<file path="src/hdl/bpm_pkg.sv">
// Shared constants, codes and types of the battery power monitor and charger.
package bpm_pkg;

    localparam int SAMPLE_SHIFT = 4;
    localparam int ADC_BITS     = 12;

    localparam int SUM_W    = ADC_BITS + SAMPLE_SHIFT;
    localparam int CNT_W    = SAMPLE_SHIFT + 1;
    localparam int WIN_LAST = (1 << SAMPLE_SHIFT) - 1;

    localparam int MV_W          = 13;
    localparam int MV_MAX        = (1 << MV_W) - 1;
    localparam int SCALE_W       = ADC_BITS + 4;
    localparam int RECIP_SHIFT   = SCALE_W + 4;
    localparam int RECIP         = ((1 << RECIP_SHIFT) + 9) / 10;
    localparam int PROD_W        = 2 * SCALE_W + 1;
    localparam int QUOT_W        = SCALE_W - 3;
    localparam int QUOT_WIDE_W   = (QUOT_W > MV_W + 1) ? QUOT_W : MV_W + 1;
    localparam int SCALE_MUL     = 11;
    localparam int SCALE_ROUND   = 5;

    localparam int TICK_W   = 16;
    localparam int CFG_IDX_W  = 3;
    localparam int CFG_DATA_W = 16;

    localparam logic [CFG_IDX_W-1:0] REG_BAT_CHECK_EN  = 3'd0;
    localparam logic [CFG_IDX_W-1:0] REG_AC_CHECK_EN   = 3'd1;
    localparam logic [CFG_IDX_W-1:0] REG_AC_TIMEOUT    = 3'd2;
    localparam logic [CFG_IDX_W-1:0] REG_CHARGE_HOLD   = 3'd3;
    localparam logic [CFG_IDX_W-1:0] REG_FULL_THR      = 3'd4;
    localparam logic [CFG_IDX_W-1:0] REG_CHARGE_THR    = 3'd5;
    localparam logic [CFG_IDX_W-1:0] REG_DEEP_THR      = 3'd6;
    localparam logic [CFG_IDX_W-1:0] REG_ABSENT_THR    = 3'd7;

    localparam logic [2:0] BAT_OFF           = 3'd0;
    localparam logic [2:0] BAT_NOT_CONNECTED = 3'd1;
    localparam logic [2:0] BAT_DEPLETED      = 3'd2;
    localparam logic [2:0] BAT_ATTN          = 3'd3;
    localparam logic [2:0] BAT_CHARGING      = 3'd4;
    localparam logic [2:0] BAT_FULL          = 3'd5;

    localparam logic [1:0] DC_UNKNOWN = 2'd0;
    localparam logic [1:0] DC_OK      = 2'd1;
    localparam logic [1:0] DC_FAILED  = 2'd2;

    localparam logic [1:0] AC_OK        = 2'd0;
    localparam logic [1:0] AC_FAULT     = 2'd1;
    localparam logic [1:0] AC_CHECK_OFF = 2'd2;

    localparam logic [1:0] FSM_CONNECT       = 2'd0;
    localparam logic [1:0] FSM_CHARGE        = 2'd1;
    localparam logic [1:0] FSM_CHARGE_END    = 2'd2;
    localparam logic [1:0] FSM_NOT_CONNECTED = 2'd3;

    typedef struct packed {
        logic [ADC_BITS-1:0] adc_sample;
        logic                dc_ok_pin;
        logic                dc_fault_pin;
        logic                ac_pin;
    } t_bpm_in;

    typedef struct packed {
        logic [MV_W-1:0] battery_mv;
        logic [2:0]      battery_status;
        logic [1:0]      dc_status;
        logic [1:0]      ac_status;
        logic [1:0]      charger_state;
        logic            charger_on;
        logic            measure_done;
    } t_bpm_out;

    typedef struct packed {
        logic              battery_check_enable;
        logic              ac_check_enable;
        logic [TICK_W-1:0] ac_timeout_ticks;
        logic [TICK_W-1:0] charge_hold_ticks;
        logic [MV_W-1:0]   full_threshold_mv;
        logic [MV_W-1:0]   charge_threshold_mv;
        logic [MV_W-1:0]   deep_threshold_mv;
        logic [MV_W-1:0]   absent_threshold_mv;
    } t_bpm_cfg;

    typedef struct packed {
        logic [MV_W-1:0] mv;
        logic [2:0]      code;
        logic            done;
    } t_bpm_bat;

endpackage

</file>
<file path="src/hdl/bpm_in_if.sv">
// Request channel carrying one tick: converter sample and status pins.
interface bpm_in_if import bpm_pkg::*; ();
    logic    valid;
    logic    ready;
    t_bpm_in payload;

    modport source (output valid, output payload, input ready);
    modport sink   (input valid, input payload, output ready);
endinterface

</file>
<file path="src/hdl/bpm_out_if.sv">
// Result channel carrying the monitor and charger status after one tick.
interface bpm_out_if import bpm_pkg::*; ();
    logic     valid;
    logic     ready;
    t_bpm_out payload;

    modport source (output valid, output payload, input ready);
    modport sink   (input valid, input payload, output ready);
endinterface

</file>
<file path="src/hdl/battery_power_monitor_charger_top.sv">
// Battery, mains and inverter monitor with charger control: top level.
// One request per tick carries a converter sample and the DC ok, DC fault and AC
// pins; each request gives exactly one result holding the averaged battery
// voltage in mV, the battery, DC and AC status codes, the charger state, the
// charger enable level and a flag for a closed averaging window. The block takes
// one request every clock while the output takes results: a request is held in an
// input register, and the whole tick update (window sum, scale by 11/10, threshold
// tests, pin tracking, charger machine) runs in one pass into the result register,
// which offers the result; the rate is one per clock while results are taken, set
// by that single-pass state update. The input register can take a new request while
// a finished result waits. Write configuration only while no request is in flight.
module battery_power_monitor_charger_top import bpm_pkg::*; (
    input  logic                  i_clk,
    input  logic                  i_rst_n,
    input  logic                  i_cfg_we,
    input  logic [CFG_IDX_W-1:0]  i_cfg_idx,
    input  logic [CFG_DATA_W-1:0] i_cfg_data,
    bpm_in_if.sink                i_bpm_in,
    bpm_out_if.source             o_bpm_out
);

    t_bpm_cfg          r_cfg;
    logic              r_in_valid;
    t_bpm_in           r_in;
    logic              r_out_valid;
    t_bpm_out          r_out;
    logic [1:0]        r_dc_code, n_dc_code;
    logic [1:0]        r_ac_code, n_ac_code;
    logic [TICK_W-1:0] r_ac_cnt, n_ac_cnt;
    logic [1:0]        r_fsm, n_fsm;
    logic [TICK_W-1:0] r_hold, n_hold;
    logic              r_drive, n_drive;
    logic              advance;
    t_bpm_bat          bat;
    logic [TICK_W-1:0] ac_cnt_inc;
    logic [TICK_W-1:0] hold_inc;

    assign advance        = r_in_valid && (!r_out_valid || o_bpm_out.ready);
    assign i_bpm_in.ready = !r_in_valid || advance;
    assign o_bpm_out.valid   = r_out_valid;
    assign o_bpm_out.payload = r_out;

    always_ff @(posedge i_clk) begin
        if (!i_rst_n) begin
            r_cfg.battery_check_enable <= 1'b1;
            r_cfg.ac_check_enable      <= 1'b1;
            r_cfg.ac_timeout_ticks     <= TICK_W'(200);
            r_cfg.charge_hold_ticks    <= TICK_W'(1000);
            r_cfg.full_threshold_mv    <= MV_W'(2720);
            r_cfg.charge_threshold_mv  <= MV_W'(2100);
            r_cfg.deep_threshold_mv    <= MV_W'(1850);
            r_cfg.absent_threshold_mv  <= MV_W'(1500);
        end else if (i_cfg_we) begin
            unique case (i_cfg_idx)
                REG_BAT_CHECK_EN: r_cfg.battery_check_enable <= i_cfg_data[0];
                REG_AC_CHECK_EN:  r_cfg.ac_check_enable      <= i_cfg_data[0];
                REG_AC_TIMEOUT:   r_cfg.ac_timeout_ticks     <= i_cfg_data[TICK_W-1:0];
                REG_CHARGE_HOLD:  r_cfg.charge_hold_ticks    <= i_cfg_data[TICK_W-1:0];
                REG_FULL_THR:     r_cfg.full_threshold_mv    <= i_cfg_data[MV_W-1:0];
                REG_CHARGE_THR:   r_cfg.charge_threshold_mv  <= i_cfg_data[MV_W-1:0];
                REG_DEEP_THR:     r_cfg.deep_threshold_mv    <= i_cfg_data[MV_W-1:0];
                REG_ABSENT_THR:   r_cfg.absent_threshold_mv  <= i_cfg_data[MV_W-1:0];
                default: ;
            endcase
        end
    end

    bpm_battery u_battery (
        .i_clk    (i_clk),
        .i_rst_n  (i_rst_n),
        .i_step   (advance),
        .i_sample (r_in.adc_sample),
        .i_cfg    (r_cfg),
        .o_bat    (bat)
    );

    // DC and AC status
    always_comb begin
        n_dc_code = r_dc_code;
        if (r_in.dc_ok_pin && !r_in.dc_fault_pin) begin
            n_dc_code = DC_OK;
        end else if (!r_in.dc_ok_pin && r_in.dc_fault_pin) begin
            n_dc_code = DC_FAILED;
        end

        n_ac_code  = r_in.ac_pin ? r_ac_code : AC_OK;
        ac_cnt_inc = (r_in.ac_pin ? r_ac_cnt : '0) + TICK_W'(1);
        n_ac_cnt   = ac_cnt_inc;
        if (ac_cnt_inc >= r_cfg.ac_timeout_ticks) begin
            n_ac_cnt  = '0;
            n_ac_code = AC_FAULT;
        end
        if (!r_cfg.ac_check_enable) begin
            n_ac_code = AC_CHECK_OFF;
        end
    end

    // Charger machine
    always_comb begin
        n_fsm    = r_fsm;
        n_hold   = r_hold;
        n_drive  = r_drive;
        hold_inc = (r_hold != '1) ? r_hold + TICK_W'(1) : r_hold;
        unique case (r_fsm)
            FSM_CONNECT: begin
                if (bat.code == BAT_ATTN || bat.code == BAT_CHARGING) begin
                    n_fsm = FSM_CHARGE;
                end else if (bat.code == BAT_NOT_CONNECTED) begin
                    n_fsm = FSM_NOT_CONNECTED;
                end
            end
            FSM_CHARGE: begin
                n_drive = 1'b1;
                if (bat.code == BAT_FULL) begin
                    n_fsm  = FSM_CHARGE_END;
                    n_hold = '0;
                end else if (bat.code == BAT_NOT_CONNECTED) begin
                    n_fsm = FSM_NOT_CONNECTED;
                end
            end
            FSM_CHARGE_END: begin
                n_drive = 1'b0;
                n_hold  = hold_inc;
                if (hold_inc >= r_cfg.charge_hold_ticks) begin
                    if (bat.code != BAT_FULL) begin
                        n_fsm = FSM_CONNECT;
                    end else begin
                        n_hold = '0;
                    end
                end
            end
            FSM_NOT_CONNECTED: begin
                n_drive = 1'b0;
                if (bat.code != BAT_NOT_CONNECTED) begin
                    n_fsm = FSM_CONNECT;
                end
            end
            default: ;
        endcase
    end

    always_ff @(posedge i_clk) begin
        if (!i_rst_n) begin
            r_in_valid  <= 1'b0;
            r_out_valid <= 1'b0;
            r_dc_code   <= DC_UNKNOWN;
            r_ac_code   <= AC_OK;
            r_ac_cnt    <= '0;
            r_fsm       <= FSM_CONNECT;
            r_hold      <= '0;
            r_drive     <= 1'b0;
        end else begin
            if (i_bpm_in.valid && i_bpm_in.ready) begin
                r_in_valid <= 1'b1;
            end else if (advance) begin
                r_in_valid <= 1'b0;
            end
            if (advance) begin
                r_out_valid <= 1'b1;
                r_dc_code   <= n_dc_code;
                r_ac_code   <= n_ac_code;
                r_ac_cnt    <= n_ac_cnt;
                r_fsm       <= n_fsm;
                r_hold      <= n_hold;
                r_drive     <= n_drive;
            end else if (o_bpm_out.ready) begin
                r_out_valid <= 1'b0;
            end
        end
    end

    // Payload registers: hold the request and the result
    always_ff @(posedge i_clk) begin
        if (i_bpm_in.valid && i_bpm_in.ready) begin
            r_in <= i_bpm_in.payload;
        end
        if (advance) begin
            r_out.battery_mv     <= bat.mv;
            r_out.battery_status <= bat.code;
            r_out.dc_status      <= n_dc_code;
            r_out.ac_status      <= n_ac_code;
            r_out.charger_state  <= n_fsm;
            r_out.charger_on     <= n_drive;
            r_out.measure_done   <= bat.done;
        end
    end

endmodule

</file>
<file path="src/hdl/bpm_battery.sv">
// Battery path: sample window accumulation, scaling to millivolts and classification.
module bpm_battery import bpm_pkg::*; (
    input  logic                i_clk,
    input  logic                i_rst_n,
    input  logic                i_step,
    input  logic [ADC_BITS-1:0] i_sample,
    input  t_bpm_cfg            i_cfg,
    output t_bpm_bat            o_bat
);

    logic [SUM_W-1:0]       r_sum, n_sum;
    logic [CNT_W-1:0]       r_cnt, n_cnt;
    logic [MV_W-1:0]        r_mv, n_mv;
    logic [2:0]             r_code, n_code;
    logic                   close_win;
    logic [SUM_W-1:0]       sum_all;
    logic [ADC_BITS-1:0]    avg;
    logic [SCALE_W-1:0]     scaled;
    logic [PROD_W-1:0]      prod;
    logic [QUOT_W-1:0]      quot;
    logic [QUOT_WIDE_W-1:0] quot_wide;
    logic [MV_W-1:0]        mv_sat;
    logic [2:0]             class_code;

    always_comb begin
        sum_all   = r_sum + SUM_W'(i_sample);
        close_win = (r_cnt == CNT_W'(WIN_LAST));
        avg       = sum_all[SUM_W-1:SAMPLE_SHIFT];
        scaled    = (SCALE_W'(avg) << 3) + (SCALE_W'(avg) << 1) + SCALE_W'(avg)
                    + SCALE_W'(SCALE_ROUND);
        prod      = PROD_W'(scaled) * PROD_W'(RECIP);
        quot      = prod[RECIP_SHIFT +: QUOT_W];
        quot_wide = QUOT_WIDE_W'(quot);
        mv_sat    = (quot_wide > QUOT_WIDE_W'(MV_MAX)) ? MV_W'(MV_MAX)
                                                       : quot_wide[MV_W-1:0];
    end

    always_comb begin
        priority if (!i_cfg.battery_check_enable) begin
            class_code = BAT_OFF;
        end else if (mv_sat > i_cfg.full_threshold_mv) begin
            class_code = BAT_FULL;
        end else if (mv_sat > i_cfg.charge_threshold_mv) begin
            class_code = BAT_CHARGING;
        end else if (mv_sat > i_cfg.deep_threshold_mv
                     && mv_sat <= i_cfg.charge_threshold_mv) begin
            class_code = BAT_ATTN;
        end else if (mv_sat < i_cfg.absent_threshold_mv) begin
            class_code = BAT_NOT_CONNECTED;
        end else if (mv_sat <= i_cfg.deep_threshold_mv) begin
            class_code = BAT_DEPLETED;
        end else begin
            class_code = BAT_NOT_CONNECTED;
        end
    end

    always_comb begin
        if (close_win) begin
            n_sum  = '0;
            n_cnt  = '0;
            n_mv   = mv_sat;
            n_code = class_code;
        end else begin
            n_sum  = sum_all;
            n_cnt  = r_cnt + CNT_W'(1);
            n_mv   = r_mv;
            n_code = r_code;
        end
    end

    always_ff @(posedge i_clk) begin
        if (!i_rst_n) begin
            r_sum  <= '0;
            r_cnt  <= '0;
            r_mv   <= '0;
            r_code <= BAT_OFF;
        end else if (i_step) begin
            r_sum  <= n_sum;
            r_cnt  <= n_cnt;
            r_mv   <= n_mv;
            r_code <= n_code;
        end
    end

    assign o_bat.mv   = n_mv;
    assign o_bat.code = n_code;
    assign o_bat.done = close_win;

endmodule
</file>
<file path="src/flat_wrapper.sv">
// flat-port wrapper written by rule: the top's interface ports become plain ports
module battery_power_monitor_charger_top_flat import bpm_pkg::*;
  (i_clk, i_rst_n, i_cfg_we, i_cfg_idx, i_cfg_data, i_bpm_in_valid, i_bpm_in_payload, i_bpm_in_ready, o_bpm_out_valid, o_bpm_out_payload, o_bpm_out_ready);
  bpm_in_if i_bpm_in_i ();
  bpm_out_if o_bpm_out_i ();
  input  logic i_clk;
  input  logic i_rst_n;
  input  logic i_cfg_we;
  input  logic [CFG_IDX_W-1:0] i_cfg_idx;
  input  logic [CFG_DATA_W-1:0] i_cfg_data;
  input wire logic [$bits(i_bpm_in_i.valid)-1:0] i_bpm_in_valid;
  input wire logic [$bits(i_bpm_in_i.payload)-1:0] i_bpm_in_payload;
  output wire logic [$bits(i_bpm_in_i.ready)-1:0] i_bpm_in_ready;
  output wire logic [$bits(o_bpm_out_i.valid)-1:0] o_bpm_out_valid;
  output wire logic [$bits(o_bpm_out_i.payload)-1:0] o_bpm_out_payload;
  input wire logic [$bits(o_bpm_out_i.ready)-1:0] o_bpm_out_ready;
  assign i_bpm_in_i.valid = i_bpm_in_valid;
  assign i_bpm_in_i.payload = i_bpm_in_payload;
  assign i_bpm_in_ready = i_bpm_in_i.ready;
  assign o_bpm_out_valid = o_bpm_out_i.valid;
  assign o_bpm_out_payload = o_bpm_out_i.payload;
  assign o_bpm_out_i.ready = o_bpm_out_ready;
  battery_power_monitor_charger_top u_core (.i_clk(i_clk), .i_rst_n(i_rst_n), .i_cfg_we(i_cfg_we), .i_cfg_idx(i_cfg_idx), .i_cfg_data(i_cfg_data), .i_bpm_in(i_bpm_in_i), .o_bpm_out(o_bpm_out_i));
endmodule
</file>
<file path="config.mk">
export PLATFORM = sky130hd
export DESIGN_NAME = battery_power_monitor_charger_top_flat
export DESIGN_NICKNAME = d
export VERILOG_FILES = /design/src/hdl/bpm_pkg.sv /design/src/hdl/bpm_in_if.sv /design/src/hdl/bpm_out_if.sv /design/src/hdl/battery_power_monitor_charger_top.sv /design/src/hdl/bpm_battery.sv /design/src/flat_wrapper.sv
export SDC_FILE = /design/constraint.sdc
export NUM_CORES = 1
export LEC_CHECK = 0
export BUFFER_PORTS_ARGS = -buffer_cell sky130_fd_sc_hd__buf_2
export CAP_MARGIN = 5
export CORE_MARGIN = 5
export CORE_UTILIZATION = 69
export CTS_CLUSTER_SIZE = 28
export DETAILED_ROUTE_END_ITERATION = 10
export HOLD_SLACK_MARGIN = 0.02
export PLACE_DENSITY_LB_ADDON = 0.25
export SETUP_SLACK_MARGIN = 0.15
export SYNTH_ARGS = -nofsm -noshare
export SYNTH_HDL_FRONTEND = slang
export SYNTH_SLANG_ARGS = --single-unit
</file>
<file path="constraint.sdc">
create_clock -name i_clk -period 32.3 [get_ports i_clk]
set_clock_uncertainty 0.1 [all_clocks]
set_input_delay 1.615 -clock i_clk [delete_from_list [all_inputs] [get_ports i_clk]]
set_output_delay 1.615 -clock i_clk [all_outputs]
set_load 0.01 [all_outputs]
</file>
# Word-level counts from Yosys, hierarchy flattened
# Cells that the tools add are included.
[classes]
add_sub_neg = 7
mul = 1
n_lt_le_gt_ge = 8
n_eq_ne = 19
muxes = 34
n_reduce_logical = 27
[op_table]
columns = ["cell", "count"]
rows = [
  ["16-bit 2-to-1 mux", 7],
  ["13-bit greater-than comparator", 3],
  ["16-bit by 1-bit adder with 16-bit output (second input constant)", 2],
  ["16-bit by 12-bit adder with 16-bit output", 2],
  ["16-bit >= comparator", 2],
  ["16-bit by 16-bit multiplier with 32-bit output (second input constant)", 1],
  ["16-bit one-hot mux with 2 select lines", 1],
  ["2-bit 2-to-1 mux", 14],
  ["13-bit <= comparator", 2],
  ["3-bit == test (second input constant)", 6],
  ["15-bit by 13-bit adder with 16-bit output", 1],
  ["16-bit by 3-bit adder with 16-bit output (second input constant)", 1],
  ["16-bit inequality test (second input constant)", 1],
  ["2-bit AND reduction", 8],
  ["13-bit less-than comparator", 1],
  ["13-bit 2-to-1 mux", 1],
  ["3-bit 2-to-1 mux", 4],
  ["3-bit by 2-bit == test with 1-bit output (second input constant)", 3],
  ["2-bit one-hot mux with 4 select lines", 1],
  ["3-bit by 1-bit == test with 1-bit output (second input constant)", 2],
  ["2-bit nonzero test", 3],
  ["5-bit by 1-bit adder with 5-bit output (second input constant)", 1],
  ["5-bit by 4-bit == test with 1-bit output (second input constant)", 1],
  ["1-bit logical AND", 5],
  ["14 further kinds", 23],
]
[totals]
register_bits = 203
in_bits = 39
output_inout_bits = 26
elab_cells = 127

# Logic depth before layout (Yosys ltp)
[logic_depth]
word_depth = 17
depth_mapped = 55

# Cells and area by module
# A second synthesis with hierarchy kept.
[hier_totals]
hier_cells = 1940
hier_area_um2 = 16793.6
[by_module_without_submodules]
columns = ["module", "n_inst", "cells_each", "area_per_inst_um2", "seq_area_each_um2"]
rows = [
  ["bpm_battery", 1, 1104, 9232.6, 740.7],
  ["battery_power_monitor_charger_top", 1, 836, 7561.0, 3713.6],
]

# Least setup slack after synthesis
# Ideal clock, no wire load.
[synth_timing]
path_type = "flip-flop to flip-flop"
from = "reg u_core.r_in[3] (netlist name)"
to = "reg u_core.r_hold[11]"
t_arrival_ns = 11.576
required_time_ns = 32.078
setup_slack_ns = 20.502
path_stages_with_launch = 52
n_path_buf = 1
synth_period_minus_slack_ns = 11.798
path_cell_list = "edfxtp_1 > ha_1 > fa_1 > nand3_1 > a21oi_1 > o21ai_0 > nor2b_1 > xnor2_1 > inv_1 > ha_1 > fa_1 > nor2b_1 > o21ai_0 > a21boi_0 > o21a_1 > o21ai_1 > a211oi_1 > o21ai_0 > [... 16 more ...] > a31o_2 > a31oi_1 > o211ai_1 > a31oi_1 > a21oi_1 > xnor2_1 > inv_1 > ha_1 > nand4_1 > or4_1 > o211ai_1 > nand3_1 > o2bb2a_4 > a21oi_2 > o21ai_1 > o311a_4 > buf_6 > a221o_1"
[synth_between]
elab_chain_cells = 17
word_cells_on_any_way = 26
cone_classes = "4 x add/sub; 1 x mul; 6 x order compare; 3 x eq/ne; 10 x mux; 2 x reduce/logical"
[synth_lines]
columns = ["item", "line_no", "source"]
rows = [
  ["start, declared", "battery_power_monitor_charger_top.sv:24", "t_bpm_in r_in;"],
  ["start signal, assigned", "battery_power_monitor_charger_top.sv:175", "r_in <= i_bpm_in.payload;"],
  ["16-bit by 12-bit adder with 16-bit output *", "bpm_battery.sv:26", "sum_all = r_sum + SUM_W'(i_sample);"],
  ["15-bit by 13-bit adder with 16-bit output", "bpm_battery.sv:29", "scaled = (SCALE_W'(avg) << 3) + (SCALE_W'(avg) << 1) + SCALE_W'(avg)"],
  ["16-bit by 12-bit adder with 16-bit output *", "bpm_battery.sv:29", ""],
  ["16-bit by 3-bit adder with 16-bit output *", "bpm_battery.sv:30", "+ SCALE_W'(SCALE_ROUND);"],
  ["16-bit by 16-bit multiplier with 32-bit output *", "bpm_battery.sv:31", "prod = PROD_W'(scaled) * PROD_W'(RECIP);"],
  ["13-bit <= comparator", "bpm_battery.sv:50", "end else if (mv_sat <= i_cfg.deep_threshold_mv) begin"],
  ["2-bit 2-to-1 mux", "bpm_battery.sv:50", ""],
  ["2-bit 2-to-1 mux", "bpm_battery.sv:48", "end else if (mv_sat < i_cfg.absent_threshold_mv) begin"],
  ["2-bit 2-to-1 mux", "bpm_battery.sv:45", "end else if (mv_sat > i_cfg.deep_threshold_mv"],
  ["3-bit 2-to-1 mux", "bpm_battery.sv:43", "end else if (mv_sat > i_cfg.charge_threshold_mv) begin"],
  ["3-bit 2-to-1 mux *", "bpm_battery.sv:41", "end else if (mv_sat > i_cfg.full_threshold_mv) begin"],
  ["3-bit 2-to-1 mux *", "bpm_battery.sv:39", "priority if (!i_cfg.battery_check_enable) begin"],
  ["3-bit 2-to-1 mux *", "bpm_battery.sv:58", "if (close_win) begin"],
  ["3-bit inequality test", "battery_power_monitor_charger_top.sv:125", "if (bat.code != BAT_FULL) begin"],
  ["16-bit 2-to-1 mux", "battery_power_monitor_charger_top.sv:125", ""],
  ["16-bit 2-to-1 mux", "battery_power_monitor_charger_top.sv:124", "if (hold_inc >= r_cfg.charge_hold_ticks) begin"],
  ["16-bit one-hot mux with 2 select lines", "battery_power_monitor_charger_top.sv:104", "unique case (r_fsm)"],
  ["end signal, assigned", "battery_power_monitor_charger_top.sv:164", "r_hold <= n_hold;"],
  ["end, declared", "battery_power_monitor_charger_top.sv:31", "logic [TICK_W-1:0] r_hold, n_hold;"],
]
# Mark *: on every way between the ends. The rest lies on a longest branch, timed or not.
# A chain may end at the register's enable or synchronous reset.

# Worst setup path after layout
[layout_timing]
from = "reg u_core.r_in[3] (netlist name)"
to = "reg u_core.r_hold[8]"
# The elaborated chain is that of the path after synthesis.

==> flow_metrics.py <==
metrics = {
    "timing": {
        "final-hold-violation-count": 0,
        "holdWs_ps": 341,
        "fin_crit_sh_pct": 42.3,
        "max_freq_ghz": 0.0732,
        "finalMaxSlewViolations": 0,
        "setup_tns_ps": 0,
        "rsz0062_at_grt": "false",
        "slew_headroom_pct": 14.9,
        "fin_crit_ps": 13660,
        "setup_viol": 0,
        "tightestPinTransition_ps": 1280,
    },
    "clocking": {
        "clkSlewWorstSetupHoldPaths_ps": 60,
        "cts_resized": 0,
        "cts_tree": "yes",
        "cts_setup_buffers": 0,
        "cts_num_sinks": 203,
        "cts_max_level": 1,
        "hold_buffers": 0,
        "cts_max_path_buffers": 3,
        "root_buffer": "clkbuf_16",
        "cts_buffers": 23,
        "clk_latency_ps": 540,
    },
    "layout": {
        "instances_no_fill": 2177,
        "final_nets": 2244,
        "drive_above_1_share_pct": 7.08,
        "area_growth_syn_to_layout_pct": 8.03,
        "diodes": 0,
    },
    "synthesis": {
        "netlist_area_um2": 16000,
        "yosys_warnings": 0,
        "ys_seq_area_share_pct": 27.9,
        "syn_inst": 1821,
        "yosysUniqueCellTypes": 78,
        "synth.area.top_cells": "dfxtp_1, ha_1, fa_1, edfxtp_1, inv_1",
        "netlist.area_leader.share_pct": 20.5,
        "syn_area_per_cell_um2": 8.78,
        "async_reset_ff_share_pct": 0,
        "synth-edff-count": 39,
        "synth_top_flop_cell": "dfxtp_1",
        "ys_seq_elements": 203,
        "synthesis.nets": 2190,
        "yosysTopAreaCell": "dfxtp_1",
    },
    "placement": {
        "io_buffers": 64,
        "gp_congestion": 0.994,
        "dp_cells": 2134,
        "dpl.hpwl_um": 29000,
    },
    "floorplan": {
        "io_pins": 65,
        "die_h_um": 162,
        "rows": 55,
        "fp.coreArea_um2": 22700,
        "die_w_um": 162,
        "dieArea_um2": 26300,
        "floorplan.initialDensity_pct": 70.4,
    },
    "worst_setup_path": {
        "slowest_stage": "xnor2_1",
        "critical-path-max-stage-delay_ps": 690,
        "crit_path_frequent_cell": "ha_1",
        "cp_max_fo": 13,
        "worstSetupPathType": "flip-flop to flip-flop",
        "worst-r2r-cell-count": 50,
        "arrival_ps": 13950,
        "endpoint_kind": "flip-flop",
        "cp-start-kind": "flip-flop",
        "r2r_setup_slack_ps": 18640,
        "critPathRequiredTime_ps": 32600,
    },
    "global_route": {
        "overflow": 0,
        "gr-max-usage-layer": "met2",
        "grt_pass1_wl_um": 62500,
        "grt_pass1_vias": 13000,
        "grt_use_met2_pct": 50.3,
        "antenna_found_initial": 2,
        "grt_usage_pct": 28.8,
        "use_met3_pct": 3.53,
        "grt_max_degree": 86,
        "grt_use_met1_pct": 36.0,
    },
    "routing": {
        "routed_wirelength_um": 37700,
        "first_pass_iters": 5,
        "ant_nets": 0,
        "drt_iter0_markers": 816,
        "vias": 12900,
        "vias_per_cell": 5.91,
        "wl_per_cell_um": 17.3,
        "drc": 0,
    },
    "min_path": {
        "hp-class": "flip-flop to flip-flop",
        "hold_depth": 2,
    },
    "run": {
        "cap_violations": 0,
    },
    "status": {
        "status": "completed",
    },
}
## synth_stat cells, types with 14 or more instances
| cell | count |
|---|---|
| inv_1 | 285 |
| a21oi_1 | 121 |
| xor2_1 | 29 |
| o21ai_0 | 41 |
| a22o_1 | 33 |
| o211ai_1 | 41 |
| nor2_1 | 88 |
| nand2_1 | 254 |
| dfxtp_1 | 164 |
| nor2b_1 | 22 |
| nand4_1 | 20 |
| nand2b_1 | 15 |
| ha_1 | 250 |
| a21o_1 | 21 |
| edfxtp_1 | 39 |
| xnor2_1 | 58 |
| a22oi_1 | 14 |
| nand3_1 | 34 |
| nor3_1 | 17 |
| fa_1 | 80 |
| clkbuf_1 | 38 |
## worst max-delay path, delay by kind of cell (launching register included)
family                   cells  cell delay [ps]
AND/OR/NAND/NOR              5             1120
flip-flops                   1              360
AO/OA/AOI/OAI               24             5390
buffers and inverters        6              380
adder cells (fa/ha/maj)     12             4680
XOR/XNOR                     3             1470
## metal layers
metal | up-vias | share of wire [%]
met1 | 6105 | 42
met5 | - | 0.072
met3 | 106 | 5.1
met2 | 387 | 49
li1 | 6266 | -
met4 | 4 | 4.1
## layout make-up
class / count / area, µm²
Clock buffer: 31 / 626
Timing Repair Buffer: 74 / 399
Tap cell: 285 / 357
Sequential cell: 203 / 4450
Inverter: 287 / 1080
Fill cell: 1642 / 5430
Clock inverter: 11 / 82.6
Multi-Input combinational cell: 1286 / 10300
## state kept, by name, indices dropped and copies added (netlist names)
signal	flops
u_core.r_ac_cnt	16
u_core.r_dc_code	2
u_core.r_cfg	86
u_core.r_ac_code	2
u_core.u_battery.r_mv	13
u_core.u_battery.r_cnt	5
u_core.u_battery.r_code	3
u_core.r_fsm	2
u_core.o_bpm_out.valid	1
u_core.r_in_valid	1
u_core.r_in	15
u_core.u_battery.r_sum	16
u_core.r_hold	16
u_core.o_bpm_out.payload	24
u_core.r_drive	1
## layout by cell type, fill, tap and decap left out, drive strengths merged, types with 33 or more instances in the layout
| master | synthesis | layout |
|---|---|---|
| nor2 | 88 | 88 |
| ha | 250 | 250 |
| o21ai | 48 | 48 |
| dfxtp | 164 | 164 |
| nand2 | 254 | 254 |
| xnor2 | 59 | 59 |
| a21oi | 124 | 124 |
| inv | 285 | 287 |
| nand3 | 34 | 34 |
| fa | 80 | 80 |
| edfxtp | 39 | 39 |
| o211ai | 42 | 42 |
| buf | 6 | 74 |
| a22o | 33 | 33 |
## final timing paths
check,from,to
worst max-delay path,u_core.r_in[3]$_DFFE_PP_,u_core.r_hold[8]$_SDFFE_PN0P_
worst min-delay path,u_core.u_battery.r_cnt[4]$_SDFFE_PN0P_,u_core.u_battery.r_cnt[4]$_SDFFE_PN0P_
worst max register to register,u_core.r_in[3]$_DFFE_PP_,u_core.r_hold[8]$_SDFFE_PN0P_
worst min register to register,u_core.u_battery.r_cnt[4]$_SDFFE_PN0P_,u_core.u_battery.r_cnt[4]$_SDFFE_PN0P_
## stage by stage
step	utilization (%)	instance area (µm²)	setup slack [ps]
5_1_grt	76.1	17300	17550
3_3_place_gp	72.9	16600	19330
4_1_cts	76.0	17300	18790
2_1_floorplan	-	16000	20500
3_5_place_dp	72.9	16600	18830
6_report	76.1	17300	18640
## logic make-up after synthesis
group	after synthesis	synth area share [%]
muxes	5	0.344
xor gates and xnor gates	88	4.87
adders and majority gates	333	29.8
and+or+nand+nor	504	14.2
buffers and inverters	332	7.86
DFF	203	27.9
AOI/OAI and AO/OA	356	15.1
Power is not shown: default switching activity piles up to over one toggle a cycle in this logic, so the estimate is an artifact.
